[config.mk]
export PLATFORM = sky130hd
export DESIGN_NAME = tagged_integer_stream_decoder
export DESIGN_NICKNAME = d
export VERILOG_FILES = /design/src/tisd_pkg.sv /design/src/tagged_integer_stream_decoder.sv
export SDC_FILE = /design/constraint.sdc
export NUM_CORES = 1
export LEC_CHECK = 0
export ABC_AREA = 0
export ABC_CLOCK_PERIOD_IN_PS = 8000
export BUFFER_PORTS_ARGS = -buffer_cell sky130_fd_sc_hd__clkbuf_2
export CAP_MARGIN = 0
export CORE_MARGIN = 4
export CORE_UTILIZATION = 28
export DETAILED_ROUTE_END_ITERATION = 8
export PLACE_DENSITY = 0.51
export SYNTH_ARGS = -nofsm -noshare
export SYNTH_HDL_FRONTEND = slang
export SYNTH_SLANG_ARGS = --single-unit
[constraint.sdc]
create_clock -name clk_i -period 8 [get_ports clk_i]
set_input_delay 0.4 -clock clk_i [delete_from_list [all_inputs] [get_ports clk_i]]
set_output_delay 0.4 -clock clk_i [all_outputs]
set_load 0.05 [all_outputs]
[src/tisd_pkg.sv]
package tisd_pkg;

  // tag byte fields
  localparam logic [7:0] TagSignMask = 8'hF0;
  localparam int unsigned TagSz8Bit = 3;
  localparam int unsigned TagSz4Bit = 2;
  localparam int unsigned TagSz2Bit = 1;
  localparam int unsigned TagSz1Bit = 0;

  localparam logic [3:0] Size8 = 4'd8;
  localparam logic [3:0] Size4 = 4'd4;
  localparam logic [3:0] Size2 = 4'd2;
  localparam logic [3:0] Size1 = 4'd1;

  typedef enum logic [1:0] {
    StOk       = 2'd0,
    StNoSize   = 2'd1,
    StConflict = 2'd2,
    StTrunc    = 2'd3
  } status_e;

  typedef struct packed {
    logic [7:0] data_byte;
    logic       end_marker;
  } in_t;

  typedef struct packed {
    logic signed [63:0] decoded_value;
    logic [3:0]         consumed_length;
    status_e            status;
  } out_t;

endpackage

[src/tagged_integer_stream_decoder.sv]
// tagged integer stream decoder
//
// in channel (in_valid_i / in_ready_o / in_data_i): one stream byte per
// transaction, or an end marker that flushes a partial item as truncated.
// out channel (out_valid_o / out_ready_i / out_data_o): one transaction per
// decoded item, carrying value, bytes consumed (tag included) and status.
//
// an accepted byte lands in an input register; from there the decode logic
// updates the item state and, on the last byte of an item, a bad tag or a
// truncation, loads the result register, which drives out_valid_o. one byte
// per cycle is sustained while no byte waits behind a stalled result.
//
// a receiver stall holds the result register; bytes that do not finish an
// item keep flowing past it, and only a byte that would produce a new result
// waits in the input register until the pending result is taken.
//
// reset (rst_ni low) empties both registers and returns the decoder to
// awaiting a tag byte.
module tagged_integer_stream_decoder (
  input  logic          clk_i,
  input  logic          rst_ni,
  input  logic          in_valid_i,
  output logic          in_ready_o,
  input  tisd_pkg::in_t in_data_i,
  output logic          out_valid_o,
  input  logic          out_ready_i,
  output tisd_pkg::out_t out_data_o
);
  import tisd_pkg::*;

  // input register
  logic in_valid_q;
  in_t  in_q;

  // item state
  logic [3:0]  bytes_left_q, bytes_left_d;
  logic [3:0]  byte_index_q, byte_index_d;
  logic [63:0] magnitude_q, magnitude_d;
  logic        negative_q, negative_d;
  logic        conflict_q, conflict_d;

  // result register
  logic out_valid_q;
  out_t out_q;

  logic emit;
  out_t res;
  logic advance;

  logic [2:0]  lane;
  logic [63:0] mag_next;
  logic [3:0]  left_next;
  logic [2:0]  size_bits;

  // decode of the byte in the input register against the item state
  always_comb begin
    bytes_left_d = bytes_left_q;
    byte_index_d = byte_index_q;
    magnitude_d  = magnitude_q;
    negative_d   = negative_q;
    conflict_d   = conflict_q;
    emit         = 1'b0;
    res          = '{decoded_value: '0, consumed_length: 4'd1, status: StOk};

    lane      = 3'(byte_index_q - 4'd1);
    mag_next  = magnitude_q | ({56'd0, in_q.data_byte} << {lane, 3'b000});
    left_next = bytes_left_q - 4'd1;
    size_bits = 3'(in_q.data_byte[0]) + 3'(in_q.data_byte[1])
              + 3'(in_q.data_byte[2]) + 3'(in_q.data_byte[3]);

    if (in_q.end_marker) begin
      // flush: a partial item is reported as truncated
      if (bytes_left_q != 4'd0) begin
        emit = 1'b1;
        res  = '{decoded_value: '0, consumed_length: byte_index_q, status: StTrunc};
      end
      bytes_left_d = '0;
      byte_index_d = '0;
      magnitude_d  = '0;
      negative_d   = 1'b0;
      conflict_d   = 1'b0;
    end else if (bytes_left_q == 4'd0) begin
      // tag byte, size bits in priority order
      byte_index_d = 4'd1;
      magnitude_d  = '0;
      negative_d   = (in_q.data_byte & TagSignMask) != 8'd0;
      conflict_d   = size_bits > 3'd1;
      if (in_q.data_byte[TagSz8Bit])      bytes_left_d = Size8;
      else if (in_q.data_byte[TagSz4Bit]) bytes_left_d = Size4;
      else if (in_q.data_byte[TagSz2Bit]) bytes_left_d = Size2;
      else if (in_q.data_byte[TagSz1Bit]) bytes_left_d = Size1;
      else begin
        // no size bit: report at once and wait for the next tag
        emit         = 1'b1;
        res          = '{decoded_value: '0, consumed_length: 4'd1, status: StNoSize};
        bytes_left_d = '0;
        byte_index_d = '0;
        negative_d   = 1'b0;
        conflict_d   = 1'b0;
      end
    end else begin
      // payload byte, little endian
      magnitude_d  = mag_next;
      byte_index_d = byte_index_q + 4'd1;
      bytes_left_d = left_next;
      if (left_next == 4'd0) begin
        emit              = 1'b1;
        res.decoded_value = negative_q ? 64'(64'd0 - mag_next) : mag_next;
        res.consumed_length = byte_index_q + 4'd1;
        res.status        = conflict_q ? StConflict : StOk;
        byte_index_d      = '0;
        magnitude_d       = '0;
        negative_d        = 1'b0;
        conflict_d        = 1'b0;
      end
    end
  end

  // the held byte moves on unless it makes a result that has no room
  assign advance    = in_valid_q && (!emit || !out_valid_q || out_ready_i);
  assign in_ready_o = !in_valid_q || advance;

  always_ff @(posedge clk_i or negedge rst_ni) begin
    if (!rst_ni) begin
      in_valid_q   <= 1'b0;
      out_valid_q  <= 1'b0;
      bytes_left_q <= '0;
      byte_index_q <= '0;
      magnitude_q  <= '0;
      negative_q   <= 1'b0;
      conflict_q   <= 1'b0;
    end else begin
      if (in_ready_o) begin
        in_valid_q <= in_valid_i;
      end
      if (advance) begin
        bytes_left_q <= bytes_left_d;
        byte_index_q <= byte_index_d;
        magnitude_q  <= magnitude_d;
        negative_q   <= negative_d;
        conflict_q   <= conflict_d;
      end
      if (advance && emit) begin
        out_valid_q <= 1'b1;
      end else if (out_ready_i) begin
        out_valid_q <= 1'b0;
      end
    end
  end

  // payload registers
  always_ff @(posedge clk_i) begin
    if (in_valid_i && in_ready_o) begin
      in_q <= in_data_i;
    end
    if (advance && emit) begin
      out_q <= res;
    end
  end

  assign out_valid_o = out_valid_q;
  assign out_data_o  = out_q;

endmodule

==> metrics.md <==
| Metric | Value |
|---|---|
| Max-slew violations | 0 |
| Static Leak | roughly 3.9 nW |
| Worst setup margin | 3154 ps |
| Worst-path cell chain | inv_1, ha_1, nand2_1, nor2_1, buf_4, a21oi_1, ha_1, nor3b_1, nand3_1, a311oi_2, o2111ai_1, nor4_1, o21ai_0, nor3b_1 |
| Routed length per placed instance | 21.29 um |
| HPWL after DPL | 19380 um |
| HP Class | input port to flop |
| Via Count | 7829 |
| Run status | finished, final reports clean |
| Fin cells | approximately 1400 |
| Worst vdd ir | 0.1614 mV |
| Worst-path clk slew | 70 ps |
| Overflow after GRT | 0 |
| Port Buffers | 84 |
| FF-to-FF path depth | 14 |
| Final WL | 29760 um |
| Layout cells sized above 1 | 0.1567 |
| Syn Std Cell Area | 8623 um2 |
| CTS root buf | clkbuf_16 |
| Period utilization | 0.6058 |
| Final min period | about 4800 ps |
| Post-DRT Antenna Nets | 0 |
| Final instance area | ~10000 um2 |
| Vias in the first global route | 7582 |
| Wire length on met1 | 13440 um |
| # Post-CTS Setup Buffers | 0 |
| CP Launch Point | byte_index_q[0]$_DFFE_PN0P_ |
| Die ar. | approximately 34000 um2 |
| Worst r2r src | byte_index_q[0]$_DFFE_PN0P_ |
| Largest net degree at the start of global routing | 76 |
| Via-to-Cell Ratio | 5.600 |
| #FFs+latches synth | 155 |
| Final setup skew | 10.16 ps |
| Utilization after layout | 0.3351 |
| Kind of start point of the critical path | flop |
| Most frequent cells in the layout | nor2_1 (159), a21oi_1 (91), clkbuf_2 (83) |
| Nets | 1016 |
| Max-slew headroom | 0.2694 |
| Library cells used by synthesis | 64 |
| Post-synthesis async set-or-reset flop share | 0.4903 |
| Post-Place Cells | 1365 |
| I/O pin count | 85 |
| Hold Startpoint | in_data_i[8] |
| Ant. Diodes | 0 |
| Most common cell after layout, fill and taps aside | nor2_1 |
| Syn_nets | 955 |
| Clock Latency Late Sink | 440 ps |
| Crit path kind | flop to flop |
| CP Data Required Time | 8160 ps |
| Met3 routed wirelength | about 2200 um |
| Max FO, Critical Path | 15 |
| CP top delay family | compound AO/OA/AOI/OAI gates |
| CTS tree | built |
| Worst endpoint data arrival time | 5010 ps |
| Clock Path Buffers | 2 |
| Dpl ws | 3281 ps |
| Crit path depth | 14 |
| Sink Count | 155 |
| Syn Inst Count | 934 |
| Top FF cell, synth | edfxtp_1 |
| Crit-path slowest cell | dfrtp_1 |
| Critical R2R Capture | out_data_o[66]$_SDFFCE_PP0P_ |
| Critical Path Sink Type | flop |
| EDFF count, synth | 79 |
| Detailed-route DRC error count | 0 |
| Max-Cap Viols | 0 |
| Mean area per synthesized cell | between 9 and 10 um2 |
| Power per cell area | 493.6 nW/um2 |
| Row Count | 63 |
| Area Overhead vs Synth | 16.70% |
| Initial antenna violation count | 0 |
| CP peak stage delay | approximately 620 ps |
| Iter 0 DRT Violations | ~900 |
| Placed Area | 9473 um2 |
| Top routing layer used | met4 |
| Least-Margin Pin Slew | 1096 ps |
| RePlAce Congestion | 0.9261 |
| Drt pass-1 iters | 5 |
| Total CTS buffers | 17 |
| Unrepaired setup endpoints after global routing | false |
| Die height | 183.5 um |
| Met2 wire len | 13290 um |
| Crit path buffers/inverters | 2 |
| WHS | roughly 130 ps |
| Core area | 30030 um2 |
| Setup TNS | 0 ps |
| H-tree lvl count | 4 |
| Initial core utilization | 0.2871 |
| Fin. Hold Viols | 0 |
| F_max | 206.3 MHz |
| Reg2Reg Setup Slack | 3150 ps |
| Pwr Total | 4.967 mW |
| Worst setup path end | out_data_o[66]$_SDFFCE_PP0P_ |
| Tot GR Track Use | 0.1764 |
| Horiz. Die Dim | between 150 and 200 um |
| Final setup vio count | 0 |
| Ys Warns | 0 |
| First-pass GRT wire length | 46200 um |
| Register area share after synthesis | 0.4956 |
==> logic make-up (layout without fill, tap and decap cells) <==
logic type	Yosys count	after routing	share of synthesized area
adders and majority gates	8	8	0.01248
xor gates and xnor gates	58	58	0.05891
buffers and inverters	82	156	0.03932
and+or+nand+nor	351	351	0.1894
DFF	155	155	0.4956
AOI/OAI and AO/OA	280	280	0.2043
==> synth_stat cells, types with 3 or more instances <==
cell         n  area [um2]
nor2_1     161       604.3
a21oi_1     91       455.4
edfxtp_1    79        2372
dfrtp_1     76        1902
a31oi_1     66       412.9
nand2_1     61       229.0
clkbuf_1    53       198.9
xnor2_1     50       437.9
o21ai_0     42       210.2
nor3_1      29       145.1
nand3_1     22       110.1
nor4_1      16       100.1
o31ai_1     15       112.6
o41ai_1     14       122.6
inv_1       12       45.04
or3_1       12       75.07
nand2b_1     9       56.30
nand4_1      8       50.05
o211ai_1     8       60.06
or4_1        8       60.06
xor2_1       8       70.07
buf_1        7       26.28
buf_2        7       35.03
ha_1         7       87.58
a211oi_1     5       37.54
a21o_1       4       30.03
a2111oi_0    3       26.28
a211o_1      3       26.28
buf_6        3       33.78
nor3b_1      3       22.52
o2111ai_1    3       26.28
o311ai_0     3       26.28
==> power by group <==
| group | leakage [nW] | internal [mW] | total, mW | switching (mW) |
|---|---|---|---|---|
| clock | 0.281 | 0.477 | 0.830 | 0.353 |
| combinational | 1.81 | 0.873 | 2.94 | 2.06 |
| sequential | 1.79 | 1.05 | 1.20 | 0.154 |
==> metal layers <==
layer  up-vias  track usage
met3        67      0.02968
met1      3831       0.2542
met5         -            0
li1       3577            -
met2       354       0.2709
met4         0      0.05691
==> worst register-to-register path, cell delays in order (launching register included) <==
cell and delay, ps:
dfrtp_1 620, inv_1 140, ha_1 480, nand2_1 210
nor2_1 60, buf_4 180, a21oi_1 300, ha_1 220
nor3b_1 310, nand3_1 210, a311oi_2 480, o2111ai_1 580
nor4_1 510, o21ai_0 110, nor3b_1 160
==> flip-flops by register name (all words and copies together) (netlist names), 4 cells and up <==
register	count
out_data_o	70
magnitude_q	64
in_q	9
byte_index_q	4
bytes_left_q	4
==> area by class of cell <==
class | instances | area, um2
Clock buffer | 22 | 464.2
Inverter | 12 | 45.04
Sequential cell | 155 | 4274
Timing Repair Buffer | 112 | 635.6
Tap cell | 390 | 488.0
Multi-Input combinational cell | 697 | 4040
Fill cell | 3076 | 19970
Clock inverter | 10 | 116.4
==> what timing repair did <==
action | in CTS | in global routing
setup endpoints to repair | 0 | 0
resized for setup | 0 | 0
hold endpoints to repair | 1 | 0
hold buffers | 1 | 0
==> worst min-delay path by stage <==
stage          slack, ps  cells past startpoint                           to
3_5_place_dp         190                      1  magnitude_q[24]$_DFFE_PN0P_
3_3_place_gp         190                      1  magnitude_q[24]$_DFFE_PN0P_
5_1_grt              130                      1            in_q[7]$_DFFE_PP_
4_1_cts              120                      1            in_q[4]$_DFFE_PP_
6_report             130                      1            in_q[8]$_DFFE_PP_
2_1_floorplan        100                      0  byte_index_q[0]$_DFFE_PN0P_
No activity file was read; power rests on OpenSTA's default activity.
